--- config.mk ---
export PLATFORM = sky130hd
export DESIGN_NAME = onewire_slave_command_engine_core
export DESIGN_NICKNAME = d
export VERILOG_FILES = /design/src/sv/owsce_pkg.sv /design/src/sv/owsce_csr.sv /design/src/sv/owsce_step.sv /design/src/sv/onewire_slave_command_engine_core.sv
export SDC_FILE = /design/constraint.sdc
export NUM_CORES = 1
export LEC_CHECK = 0
export BUFFER_PORTS_ARGS = -buffer_cell sky130_fd_sc_hd__buf_2
export CORE_UTILIZATION = 59
export CTS_CLUSTER_DIAMETER = 50
export DETAILED_ROUTE_END_ITERATION = 10
export PLACE_DENSITY_LB_ADDON = 0.2
export SYNTH_ARGS = -nofsm -noshare
export SYNTH_HDL_FRONTEND = slang
export SYNTH_SLANG_ARGS = --single-unit
export TNS_END_PERCENT = 1
--- constraint.sdc ---
create_clock -name clock -period 3.1 [get_ports clock]
set_clock_uncertainty 0.15 [all_clocks]
set_input_delay 0.465 -clock clock [delete_from_list [all_inputs] [get_ports clock]]
set_output_delay 0.465 -clock clock [all_outputs]
set_load 0.02 [all_outputs]
--- src/sv/owsce_pkg.sv ---
// ----------------------------------------------------------------------------
// One-wire slave command engine: shared package
// Types, register indexes, opcode ranges and helpers for the slot engine.
// ----------------------------------------------------------------------------
package owsce_pkg;

   // Configuration register indexes
   localparam int unsigned CSR_INDEX_W = 2;
   localparam logic [CSR_INDEX_W-1:0] CSR_ROM_ID       = 2'd0;
   localparam logic [CSR_INDEX_W-1:0] CSR_SCRATCH_LOW  = 2'd1;
   localparam logic [CSR_INDEX_W-1:0] CSR_SCRATCH_HIGH = 2'd2;

   localparam logic [63:0] ROM_ID_RESET       = 64'h0002_0000_0000_0028;
   localparam logic [63:0] SCRATCH_LOW_RESET  = 64'h1007_FF7F_464B_0179;
   localparam logic [7:0]  SCRATCH_HIGH_RESET = 8'h70;

   // Bit counts per phase
   localparam logic [6:0] CMD_BITS     = 7'd8;
   localparam logic [6:0] ROM_BITS     = 7'd64;
   localparam logic [6:0] SCRATCH_BITS = 7'd72;

   // Tolerant opcode ranges
   localparam logic [7:0] OP_READ_ROM_LO   = 8'h31;
   localparam logic [7:0] OP_READ_ROM_HI   = 8'h35;
   localparam logic [7:0] OP_SEARCH_LO     = 8'hEC;
   localparam logic [7:0] OP_SEARCH_HI     = 8'hF4;
   localparam logic [7:0] OP_MATCH_LO      = 8'h53;
   localparam logic [7:0] OP_MATCH_HI      = 8'h57;
   localparam logic [7:0] OP_SKIP_LO       = 8'hCA;
   localparam logic [7:0] OP_SKIP_HI       = 8'hCE;
   localparam logic [7:0] OP_CONVERT_LO    = 8'h42;
   localparam logic [7:0] OP_CONVERT_HI    = 8'h46;
   localparam logic [7:0] OP_READ_SCR_LO   = 8'hBA;
   localparam logic [7:0] OP_READ_SCR_HI   = 8'hC3;

   // Search sub-slots
   localparam logic [1:0] SUB_BIT    = 2'd0;
   localparam logic [1:0] SUB_INV    = 2'd1;
   localparam logic [1:0] SUB_CHOICE = 2'd2;

   // Phase codes as shown on the result
   localparam logic [2:0] CODE_IDLE    = 3'd0;
   localparam logic [2:0] CODE_ROMCMD  = 3'd1;
   localparam logic [2:0] CODE_READROM = 3'd2;
   localparam logic [2:0] CODE_SEARCH  = 3'd3;
   localparam logic [2:0] CODE_MATCH   = 3'd4;
   localparam logic [2:0] CODE_FNCMD   = 3'd5;
   localparam logic [2:0] CODE_SCRATCH = 3'd6;

   typedef enum logic [6:0] {
      PH_IDLE    = 7'b0000001,
      PH_ROMCMD  = 7'b0000010,
      PH_READROM = 7'b0000100,
      PH_SEARCH  = 7'b0001000,
      PH_MATCH   = 7'b0010000,
      PH_FNCMD   = 7'b0100000,
      PH_SCRATCH = 7'b1000000
   } phase_type;

   typedef struct packed {
      logic action;
      logic master_bit;
   } req_type;

   typedef struct packed {
      logic       drive_low;
      logic       presence;
      logic [2:0] phase_now;
      logic       data_ready;
   } rsp_type;

   typedef struct packed {
      logic [63:0] rom_id;
      logic [63:0] scratch_low;
      logic [7:0]  scratch_high;
   } cfg_type;

   typedef struct packed {
      phase_type  phase;
      logic [6:0] bit_count;
      logic [1:0] search_sub;
      logic [7:0] command_shift;
      logic       ready_flag;
   } state_type;

   function automatic logic in_range(input logic [7:0] v, input logic [7:0] lo,
                                     input logic [7:0] hi);
      return (v >= lo) && (v <= hi);
   endfunction

   // Enter a phase with counters and shift register cleared
   function automatic state_type enter_phase(input phase_type p, input logic ready);
      state_type s;
      s.phase         = p;
      s.bit_count     = '0;
      s.search_sub    = SUB_BIT;
      s.command_shift = '0;
      s.ready_flag    = ready;
      return s;
   endfunction

   function automatic phase_type rom_target(input logic [7:0] op);
      phase_type p;
      if (in_range(op, OP_READ_ROM_LO, OP_READ_ROM_HI)) begin
         p = PH_READROM;
      end else if (in_range(op, OP_SEARCH_LO, OP_SEARCH_HI)) begin
         p = PH_SEARCH;
      end else if (in_range(op, OP_MATCH_LO, OP_MATCH_HI)) begin
         p = PH_MATCH;
      end else if (in_range(op, OP_SKIP_LO, OP_SKIP_HI)) begin
         p = PH_FNCMD;
      end else begin
         p = PH_IDLE;
      end
      return p;
   endfunction

   function automatic logic [2:0] phase_code(input phase_type p);
      logic [2:0] c;
      case (p)
         PH_ROMCMD:  c = CODE_ROMCMD;
         PH_READROM: c = CODE_READROM;
         PH_SEARCH:  c = CODE_SEARCH;
         PH_MATCH:   c = CODE_MATCH;
         PH_FNCMD:   c = CODE_FNCMD;
         PH_SCRATCH: c = CODE_SCRATCH;
         default:    c = CODE_IDLE;
      endcase
      return c;
   endfunction

endpackage

--- src/sv/owsce_csr.sv ---
// ----------------------------------------------------------------------------
// One-wire slave command engine: configuration registers
// Serial number and scratchpad contents, written through a plain write port.
// ----------------------------------------------------------------------------
module owsce_csr (
   input  logic                               clock,
   input  logic                               reset,
   input  logic                               csr_write,
   input  logic [owsce_pkg::CSR_INDEX_W-1:0]  csr_index,
   input  logic [63:0]                        csr_data,
   output owsce_pkg::cfg_type                 cfg
);

   owsce_pkg::cfg_type cfg_ff;
   owsce_pkg::cfg_type cfg_in;

   always_comb begin
      cfg_in = cfg_ff;
      if (csr_write) begin
         case (csr_index)
            owsce_pkg::CSR_ROM_ID:       cfg_in.rom_id       = csr_data;
            owsce_pkg::CSR_SCRATCH_LOW:  cfg_in.scratch_low  = csr_data;
            owsce_pkg::CSR_SCRATCH_HIGH: cfg_in.scratch_high = csr_data[7:0];
            default:                     cfg_in = cfg_ff;
         endcase
      end
   end

   always_ff @(posedge clock) begin
      if (reset) begin
         cfg_ff.rom_id       <= owsce_pkg::ROM_ID_RESET;
         cfg_ff.scratch_low  <= owsce_pkg::SCRATCH_LOW_RESET;
         cfg_ff.scratch_high <= owsce_pkg::SCRATCH_HIGH_RESET;
      end else begin
         cfg_ff <= cfg_in;
      end
   end

   assign cfg = cfg_ff;

endmodule

--- src/sv/owsce_step.sv ---
// ----------------------------------------------------------------------------
// One-wire slave command engine: slot decision logic
// Works out the drive decision and next engine state for one bus slot.
// ----------------------------------------------------------------------------
module owsce_step (
   input  owsce_pkg::state_type cur,
   input  owsce_pkg::req_type   req,
   input  owsce_pkg::cfg_type   cfg,
   output owsce_pkg::state_type nxt,
   output owsce_pkg::rsp_type   rsp
);

   logic [7:0] shifted;
   logic [6:0] count_inc;
   logic       rom_b;
   logic       scr_b;
   logic       drive;
   logic       pres;

   assign shifted   = {req.master_bit, cur.command_shift[7:1]};
   assign count_inc = cur.bit_count + 7'd1;
   assign rom_b     = cfg.rom_id[cur.bit_count[5:0]];
   // ninth byte once the count reaches 64
   assign scr_b     = cur.bit_count[6] ? cfg.scratch_high[cur.bit_count[2:0]]
                                       : cfg.scratch_low[cur.bit_count[5:0]];

   always_comb begin
      nxt   = cur;
      drive = 1'b0;
      pres  = 1'b0;
      if (!req.action) begin
         nxt   = owsce_pkg::enter_phase(owsce_pkg::PH_ROMCMD, cur.ready_flag);
         drive = 1'b1;
         pres  = 1'b1;
      end else begin
         case (cur.phase)
            owsce_pkg::PH_IDLE: begin
               nxt = cur;
            end
            owsce_pkg::PH_ROMCMD: begin
               nxt.command_shift = shifted;
               nxt.bit_count     = count_inc;
               if (count_inc >= owsce_pkg::CMD_BITS) begin
                  nxt = owsce_pkg::enter_phase(owsce_pkg::rom_target(shifted),
                                               cur.ready_flag);
               end
            end
            owsce_pkg::PH_FNCMD: begin
               nxt.command_shift = shifted;
               nxt.bit_count     = count_inc;
               if (count_inc >= owsce_pkg::CMD_BITS) begin
                  if (owsce_pkg::in_range(shifted, owsce_pkg::OP_CONVERT_LO,
                                          owsce_pkg::OP_CONVERT_HI)) begin
                     nxt = owsce_pkg::enter_phase(owsce_pkg::PH_IDLE, 1'b1);
                  end else if (owsce_pkg::in_range(shifted, owsce_pkg::OP_READ_SCR_LO,
                                                   owsce_pkg::OP_READ_SCR_HI)
                               && cur.ready_flag) begin
                     nxt = owsce_pkg::enter_phase(owsce_pkg::PH_SCRATCH, cur.ready_flag);
                  end else begin
                     nxt = owsce_pkg::enter_phase(owsce_pkg::PH_IDLE, cur.ready_flag);
                  end
               end
            end
            owsce_pkg::PH_READROM: begin
               drive         = ~rom_b;
               nxt.bit_count = count_inc;
               if (count_inc >= owsce_pkg::ROM_BITS) begin
                  nxt = owsce_pkg::enter_phase(owsce_pkg::PH_FNCMD, cur.ready_flag);
               end
            end
            owsce_pkg::PH_SEARCH: begin
               case (cur.search_sub)
                  owsce_pkg::SUB_BIT: begin
                     drive          = ~rom_b;
                     nxt.search_sub = owsce_pkg::SUB_INV;
                  end
                  owsce_pkg::SUB_INV: begin
                     drive          = rom_b;
                     nxt.search_sub = owsce_pkg::SUB_CHOICE;
                  end
                  default: begin
                     nxt.search_sub = owsce_pkg::SUB_BIT;
                     nxt.bit_count  = count_inc;
                     // drop out on a lost arbitration or when all bits are done
                     if ((req.master_bit != rom_b) || (count_inc >= owsce_pkg::ROM_BITS)) begin
                        nxt = owsce_pkg::enter_phase(owsce_pkg::PH_IDLE, cur.ready_flag);
                     end
                  end
               endcase
            end
            owsce_pkg::PH_MATCH: begin
               nxt.bit_count = count_inc;
               if (req.master_bit != rom_b) begin
                  nxt = owsce_pkg::enter_phase(owsce_pkg::PH_IDLE, cur.ready_flag);
               end else if (count_inc >= owsce_pkg::ROM_BITS) begin
                  nxt = owsce_pkg::enter_phase(owsce_pkg::PH_FNCMD, cur.ready_flag);
               end
            end
            owsce_pkg::PH_SCRATCH: begin
               drive         = ~scr_b;
               nxt.bit_count = count_inc;
               if (count_inc >= owsce_pkg::SCRATCH_BITS) begin
                  nxt = owsce_pkg::enter_phase(owsce_pkg::PH_IDLE, 1'b0);
               end
            end
            default: begin
               nxt = owsce_pkg::enter_phase(owsce_pkg::PH_IDLE, cur.ready_flag);
            end
         endcase
      end
   end

   always_comb begin
      rsp.drive_low  = drive;
      rsp.presence   = pres;
      rsp.phase_now  = owsce_pkg::phase_code(nxt.phase);
      rsp.data_ready = nxt.ready_flag;
   end

endmodule

--- src/sv/onewire_slave_command_engine_core.sv ---
// Takes one bus slot (reset pulse or time slot) per clock, unless req_stall
// holds it, and returns one result per slot. A slot taken at a clock edge
// lands in the input register, and its result is offered on the result
// channel from the result register when the result side is not stalling.
// The decision logic works out the drive level and the next engine state
// from the held slot, and the outcome is held in the result register until
// it is transferred. The engine state moves on as each slot passes into the
// result register, so slots may follow in every cycle while nothing stalls.
// Configuration registers reset to the default serial number and scratchpad;
// the user must write them only while no slot is in flight (not enforced).
// ----------------------------------------------------------------------------
// One-wire slave command engine: top level
// Input register, slot decision logic, engine state and result register.
// ----------------------------------------------------------------------------
module onewire_slave_command_engine_core (
   input  logic                               clock,
   input  logic                               reset,
   input  logic                               req_valid,
   output logic                               req_stall,
   input  owsce_pkg::req_type                 req_data,
   output logic                               rsp_valid,
   input  logic                               rsp_stall,
   output owsce_pkg::rsp_type                 rsp_data,
   input  logic                               csr_write,
   input  logic [owsce_pkg::CSR_INDEX_W-1:0]  csr_index,
   input  logic [63:0]                        csr_data
);

   owsce_pkg::cfg_type   cfg;
   owsce_pkg::state_type state_ff;
   owsce_pkg::state_type state_in;
   owsce_pkg::rsp_type   step_rsp;

   logic               in_valid_ff;
   owsce_pkg::req_type in_data_ff;
   logic               rsp_valid_ff;
   owsce_pkg::rsp_type rsp_data_ff;
   logic               advance;

   owsce_csr u_csr (
      .clock     (clock),
      .reset     (reset),
      .csr_write (csr_write),
      .csr_index (csr_index),
      .csr_data  (csr_data),
      .cfg       (cfg)
   );

   owsce_step u_step (
      .cur (state_ff),
      .req (in_data_ff),
      .cfg (cfg),
      .nxt (state_in),
      .rsp (step_rsp)
   );

   // move the held slot on when the result register is free or emptying
   assign advance   = in_valid_ff && (!rsp_valid_ff || !rsp_stall);
   assign req_stall = in_valid_ff && !advance;

   always_ff @(posedge clock) begin
      if (reset) begin
         in_valid_ff  <= 1'b0;
         rsp_valid_ff <= 1'b0;
         state_ff     <= owsce_pkg::enter_phase(owsce_pkg::PH_IDLE, 1'b1);
      end else begin
         if (!req_stall) begin
            in_valid_ff <= req_valid;
         end
         if (advance) begin
            rsp_valid_ff <= 1'b1;
            state_ff     <= state_in;
         end else if (!rsp_stall) begin
            rsp_valid_ff <= 1'b0;
         end
      end
   end

   always_ff @(posedge clock) begin
      if (req_valid && !req_stall) begin
         in_data_ff <= req_data;
      end
      if (advance) begin
         rsp_data_ff <= step_rsp;
      end
   end

   assign rsp_valid = rsp_valid_ff;
   assign rsp_data  = rsp_data_ff;

endmodule

==> results of run 1 <==
area by class of cell:
type,count,area (um^2)
inverters,12,45.0
clock inverters,12,136
repair buffers,114,737
clock buffers,20,458
multi-input cells,673,4180
flip-flops and latches,170,3490
well taps,176,220
fillers,1078,3980
state kept, by name (all words and copies together), names as in the netlist:
register	flops
rsp_data	6
u_csr.cfg	136
in_valid_ff	1
rsp_valid	1
state_ff	24
in_data_ff	2
worst register-to-register path, cell delays in order, from the launching register on:
cell                       delay, ns
sky130_fd_sc_hd__dfxtp_4        0.43
sky130_fd_sc_hd__buf_12         0.18
sky130_fd_sc_hd__mux4_2         0.52
sky130_fd_sc_hd__a22oi_2        0.14
sky130_fd_sc_hd__a311o_1        0.24
sky130_fd_sc_hd__o211ai_4       0.13
sky130_fd_sc_hd__xnor2_4        0.20
sky130_fd_sc_hd__a311oi_2       0.31
sky130_fd_sc_hd__o32ai_2        0.12
sky130_fd_sc_hd__buf_4          0.17
sky130_fd_sc_hd__a22o_1         0.23
metal layers:
layer	up-vias	part of all wire (%)	global-route usage [%]
met2	233	48	46.2
met3	51	5.1	5.89
met1	3257	44	37.9
met5	-	0	0
li1	3356	-	-
met4	0	3.0	12.7
metrics by stage:
stage	instances	instance area [um^2]	setup slack, ns	hold slack [ns]	utilization (%)
final	1177	9270	0.157	0.0697	70.0
after global routing	1177	9270	0.0288	0.0644	70.0
after CTS	1177	9240	0.0745	0.0572	69.8
after detailed placement	1145	8650	0.0929	0.295	65.3
after global placement	1145	8650	0.120	0.290	65.3
after floorplan	924	7990	0.271	0.279	-
worst max path at each step:
stage / endpoint / slack, ns
3_3_place_gp: rsp_data[1] / 0.12
4_1_cts: state_ff[4] / 0.07
3_5_place_dp: rsp_data[1] / 0.09
2_1_floorplan: rsp_data[5] / 0.27
5_1_grt: state_ff[4] / 0.03
6_report: state_ff[4] / 0.16
cells by family after synthesis:
logic type	Yosys count	synth area share (%)
fa+ha+maj	2	0.313
mux	50	12.6
compound gates	174	13.2
xor+xnor	6	0.893
simple gates	441	25.1
buf+inv	81	4.35
flops	170	43.6
synth_stat cells (all sizes together), types with 11 or more instances:
master / n
nand2: 292
dfxtp: 162
a21oi: 111
clkbuf: 50
nand3b: 44
mux4: 39
nor2: 29
nand3: 22
buf: 19
o21ai: 15
nor3: 12
inv: 11
mux2i: 11
power by group:
group / internal, mW / leakage (nW) / switching (mW) / total (mW)
Clock: 1.24 / 0.279 / 0.893 / 2.13
Combinational: 0.160 / 1.86 / 0.226 / 0.386
Sequential: 2.28 / 1.40 / 0.0453 / 2.32
Total: 3.68 / 3.53 / 1.16 / 4.84
==> metrics.md, run 1 <==
| Metric | Value |
|---|---|
| Top post-synthesis cells by area | `sky130_fd_sc_hd__dfxtp_1 41%, sky130_fd_sc_hd__nand2_1 14%, sky130_fd_sc_hd__mux4_2 9.6%, sky130_fd_sc_hd__a21oi_1 6.9%, sky130_fd_sc_hd__nand3b_1 4.1%` |
| Leftover overflow at the end of global routing | `0` |
| Post-Synthesis Net Count | `999` |
| Die outline width | `118 um` |
| Max frequency | `340 MHz` |
| Vias in the first global route | `6579` |
| Total setup violations reported at the end of the flow | `0` |
| Htree depth | `4` |
| Kind of critical path | `flip-flop to flip-flop` |
| Cell-by-cell listing of the critical path | `buf_12, mux4_2, a22oi_2, a311o_1, o211ai_4, xnor2_4, a311oi_2, o32ai_2, buf_4, a22o_1` |
| TritonCTS clock tree | `done` |
| GRT Total Usage | `28.9%` |
| Clock tree root buffer cell | `sky130_fd_sc_hd__clkbuf_16` |
| Routed via count | `6897` |
| Number of ports placed on the die boundary | `81` |
| Post-synth ARST share | `0%` |
| Critical path arrival | `3.11 ns` |
| Initial cell density of the core | `60.3%` |
| Post-synthesis cell count | `924` |
| Core area | `13200 um^2` |
| Share of the cycle needed by the critical path after routing | `94.9%` |
| Prevailing post-synth register cell | `sky130_fd_sc_hd__dfxtp_1` |
| Total die area | `14000 um^2` |
| Fraction of synthesized cell area taken by the top area cell type | `40.6%` |
| Status | `finished clean` |
| Post-Route WL | `19.2 mm` |
| Path class of the lowest-slack min-delay path | `input port to flip-flop` |
| Worst-skew pair later-pin latency | `0.43 ns` |
| Element type at the critical path end | `flip-flop` |
| Vias per std cell | `5.86` |
| Resize count post-CTS | `0` |
| Count of maximum capacitance violations | `0` |
| Worst ir drop on vdd | `0.334 mV` |
| Worst-path cell with the longest stage delay | `sky130_fd_sc_hd__mux4_2` |
| Static Leak | `3.53 nW` |
| Worst-path fanout max | `12` |
| Hold Crit Depth | `1` |
| First-pass GRT wire length | `32.2 mm` |
| Power Total | `4.84 mW` |
| Y dimension of the die | `118 um` |
| Crit path largest cell delay | `0.52 ns` |
| Post-synthesis instance area | `7990 um^2` |
| Maximum number of pins on one net before global-route repair | `86` |
| Number of logic stages on the critical path including buffering | `10` |
| Startpoint class of the critical path | `flip-flop` |
| Number of placement rows | `42` |
| Sequential area share after synthesis | `43.6%` |
| Mean post-synth cell area | `8.65 um^2` |
| Number of flops mapped to enable cells by yosys | `8` |
| Antenna violations before repair | `0` |
| Routed length per placed instance | `16.3 um` |
| Share of cells above drive strength 1 | `19.4%` |
| Antenna Violating Nets Remaining | `0` |
| Final GP Congestion | `0.959` |
| First DRT Iteration DRCs | `633` |
| Min-delay src | `req_data[0]` |
| Number of distinct library cells after synthesis | `61` |
| Number of buffers added by the clock tree synthesis step | `17` |
| Power per cell area | `523 nW/um^2` |
| Detailed Place HPWL | `12.8 mm` |
| RSZ-0062 raised after global routing | `no` |
| Most used cells in the layout excluding fill and tap cells | `291 x sky130_fd_sc_hd__nand2_1, 160 x sky130_fd_sc_hd__dfxtp_1, 110 x sky130_fd_sc_hd__a21oi_1` |
| Longest Clk Path Bufs | `2` |
| Total of flip-flops plus latches after synthesis | `170` |
| CP Launch Point | `state_ff[11]` |
| Actual transition at the worst max-transition pin | `0.817 ns` |
| Number of optimization iterations in the first detailed-route pass | `7` |
| Yosys synthesis warning count | `0` |
| Required time of the critical path | `3.26 ns` |
| Most common library cell in the layout ignoring fill and taps | `sky130_fd_sc_hd__nand2_1` |
| Count of unresolved DRC violations after routing | `0` |
| Area growth from synthesis to layout | `16.0%` |
| Final critical path time including I/O delays and setup | `2.94 ns` |
| Number of buffers and inverters on the critical path | `2` |
| Max-slew violation count | `0` |
| IO buf count | `80` |
| Logic depth of the worst register-to-register path | `10` |
| Reg2Reg Launch Point | `state_ff[11]` |
| Antenna diodes | `0` |
| Post-Route Setup TNS | `0 ns` |
| Family of cells with the greatest summed delay on the critical path | `compound AO/OA/AOI/OAI gates` |
| Final Hold Viols | `0` |
| Worst slew margin relative to its limit | `45.5%` |
| Clock Pin Slew Worst Setup and Hold Paths | `0.06 ns` |
| Library cell with the largest summed area after synthesis | `sky130_fd_sc_hd__dfxtp_1` |
| Net count, final | `1063` |
| Setup Fix Bufs, Post-CTS | `0` |
| Terminus of the critical flop-to-flop path | `state_ff[4]` |
| Number of sinks on the clock net | `170` |
| Hold Crit Endpoint | `in_data_ff[0]` |
| Register-to-register setup slack | `0.16 ns` |
| Cts-stage hold buffer count | `0` |
Note: power is estimated with default switching activity, not from simulation.
==> inputs of run 2 (changes only) <==
--- a/config.mk
+++ b/config.mk
@@ -9,7 +9,7 @@
 export CORE_UTILIZATION = 59
 export CTS_CLUSTER_DIAMETER = 50
 export DETAILED_ROUTE_END_ITERATION = 10
-export PLACE_DENSITY_LB_ADDON = 0.2
+export PLACE_DENSITY = 0.87
 export SYNTH_ARGS = -nofsm -noshare
 export SYNTH_HDL_FRONTEND = slang
 export SYNTH_SLANG_ARGS = --single-unit
==> run 2 against run 1 <==
Net effect:
- global-route usage rose by 1.7 points
- total power rose by 2.1%
- combinational power grew 2%
- final cell count barely moved
- setup slack got worse by 0.028 ns
- register-to-register slack worse by 0.03 ns
- via count grew 4.4%
- sequential share of layout area grew 0.082 points
- worst hold slack worse by 0.0081 ns
==> metrics.md, run 2 (synthesis gave the netlist of run 1 again) <==
| Metric | Value |
|---|---|
| Post-Route Setup TNS | `0 ns` |
| Final GP Congestion | `0.939` |
| Startpoint class of the critical path | `flip-flop` |
| Die outline width | `118 um` |
| Net count, final | `1064` |
| Count of maximum capacitance violations | `0` |
| First DRT Iteration DRCs | `751` |
| Share of the cycle needed by the critical path after routing | `95.9%` |
| Htree depth | `4` |
| Leftover overflow at the end of global routing | `0` |
| GRT Total Usage | `30.6%` |
| Initial cell density of the core | `60.3%` |
| Number of ports placed on the die boundary | `81` |
| Routed length per placed instance | `17.7 um` |
| Critical path arrival | `3.14 ns` |
| Detailed Place HPWL | `13.6 mm` |
| First-pass GRT wire length | `33.8 mm` |
| Post-Route WL | `20.8 mm` |
| Maximum number of pins on one net before global-route repair | `67` |
| Static Leak | `3.55 nW` |
| Most used cells in the layout excluding fill and tap cells | `291 x sky130_fd_sc_hd__nand2_1, 160 x sky130_fd_sc_hd__dfxtp_1, 110 x sky130_fd_sc_hd__a21oi_1` |
| Total die area | `14000 um^2` |
| Number of non-filler instances in the completed layout | `1178` |
| Footprint of the multi-input gates | `4170 um^2` |
| Most common library cell in the layout ignoring fill and taps | `sky130_fd_sc_hd__nand2_1` |
| Share of cells above drive strength 1 | `19.5%` |
| Total setup violations reported at the end of the flow | `0` |
| Setup slack after placement | `0.127 ns` |
| Antenna diodes | `0` |
| Final standard cell utilization of the core | `69.8%` |
| Clock tree root buffer cell | `sky130_fd_sc_hd__clkbuf_16` |
| Logic depth of the worst register-to-register path | `10` |
| Worst-path fanout max | `8` |
| Final critical path time including I/O delays and setup | `2.97 ns` |
| Routed via count | `7198` |
| Max-slew violation count | `0` |
| Clock Pin Slew Worst Setup and Hold Paths | `0.07 ns` |
| Finished Cell Area | `9250 um^2` |
| Worst slew margin relative to its limit | `52.4%` |
| Number of buffers added by the clock tree synthesis step | `17` |
| Antenna Violating Nets Remaining | `0` |
| Area growth from synthesis to layout | `15.7%` |
| Element type at the critical path end | `flip-flop` |
| Post-layout worst setup margin | `0.129 ns` |
| Worst-skew pair later-pin latency | `0.43 ns` |
| Y dimension of the die | `118 um` |
| Worst ir drop on vdd | `0.432 mV` |
| Path class of the lowest-slack min-delay path | `input port to flip-flop` |
| Actual transition at the worst max-transition pin | `0.714 ns` |
| Count of unresolved DRC violations after routing | `0` |
| Required time of the critical path | `3.27 ns` |
| Number of sinks on the clock net | `170` |
| Number of placement rows | `42` |
| Status | `finished clean` |
| Max frequency | `337 MHz` |
| IO buf count | `80` |
| Area after DPL | `8600 um^2` |
| Antenna violations before repair | `0` |
| Cts-stage hold buffer count | `0` |
| Hold Crit Depth | `1` |
| Filler cell count | `1002` |
| Max reg flops | `136` |
| Inst Count DP | `1145` |
| Power per cell area | `535 nW/um^2` |
| Vias in the first global route | `6951` |
| Kind of critical path | `flip-flop to flip-flop` |
| TritonCTS clock tree | `done` |
| Core area | `13200 um^2` |
| Final Hold Viols | `0` |
| Sequential cell area | `3490 um^2` |
| Number of optimization iterations in the first detailed-route pass | `7` |
| Longest Clk Path Bufs | `2` |
| Vias per std cell | `6.11` |
## run 2: cell count changes in the layout (fill, tap and decap cells not counted), sizes merged
cell / before / now
buf: 114 / 115
bufinv: 2 / 3
clkbuf: 20 / 18
clkinvlp: 4 / 2
inv: 14 / 17
## run 2: final cells by class
cell class / instances / area share (%)
Tap cell: 176 / 2.38
Sequential cell: 170 / 37.7
Clock buffer: 18 / 4.64
Inverter: 12 / 0.487
Multi-Input combinational cell: 673 / 45.1
Clock inverter: 14 / 2.00
Timing Repair Buffer: 115 / 7.63
## run 2: metal layers
layer / up-vias / routed length (um) / track usage (%)
li1: 3347 / - / -
met3: 59 / 1350 / 6.18
met1: 3444 / 8260 / 36.9
met4: 0 / 598 / 13.9
met5: - / 0 / 0
met2: 348 / 10600 / 52.7
## run 2: repair_timing
action | 4_1_cts | 5_1_grt
endpoints found under the setup margin | 0 | 12
setup buffers | 0 | 1
resized for setup | 0 | 9
## run 2: critical path, stage by stage, from the launching register on
cell,delay (ns)
sky130_fd_sc_hd__dfxtp_4,0.42
sky130_fd_sc_hd__buf_4,0.18
sky130_fd_sc_hd__mux4_2,0.51
sky130_fd_sc_hd__a22oi_1,0.15
sky130_fd_sc_hd__a311o_1,0.24
sky130_fd_sc_hd__o211ai_4,0.15
sky130_fd_sc_hd__xnor2_4,0.20
sky130_fd_sc_hd__a211oi_1,0.30
sky130_fd_sc_hd__o32ai_2,0.13
sky130_fd_sc_hd__buf_4,0.19
sky130_fd_sc_hd__a22o_1,0.23
## run 2: path summary, 6_finish.rpt
| kind | startpoint | endpoint | slack [ns] |
|---|---|---|---|
| max reg2reg | state_ff[11] | state_ff[2] | 0.13 |
| max | state_ff[11] | state_ff[2] | 0.13 |
| min reg2reg | u_csr.cfg[35] | u_csr.cfg[35] | 0.30 |
| min | req_data[0] | in_data_ff[0] | 0.06 |
## run 2: report_power, final
group / internal [mW] / switching (mW)
Combinational: 0.158 / 0.234
Sequential: 2.28 / 0.0474
Clock: 1.29 / 0.938
## run 2: per-stage QoR
step                      power, mW  hold WS (ns)
final                          4.94        0.0616
after global routing           5.10        0.0603
after CTS                      4.94        0.0529
after detailed placement       2.75         0.296
after global placement         2.74         0.288
after floorplan                2.60         0.279
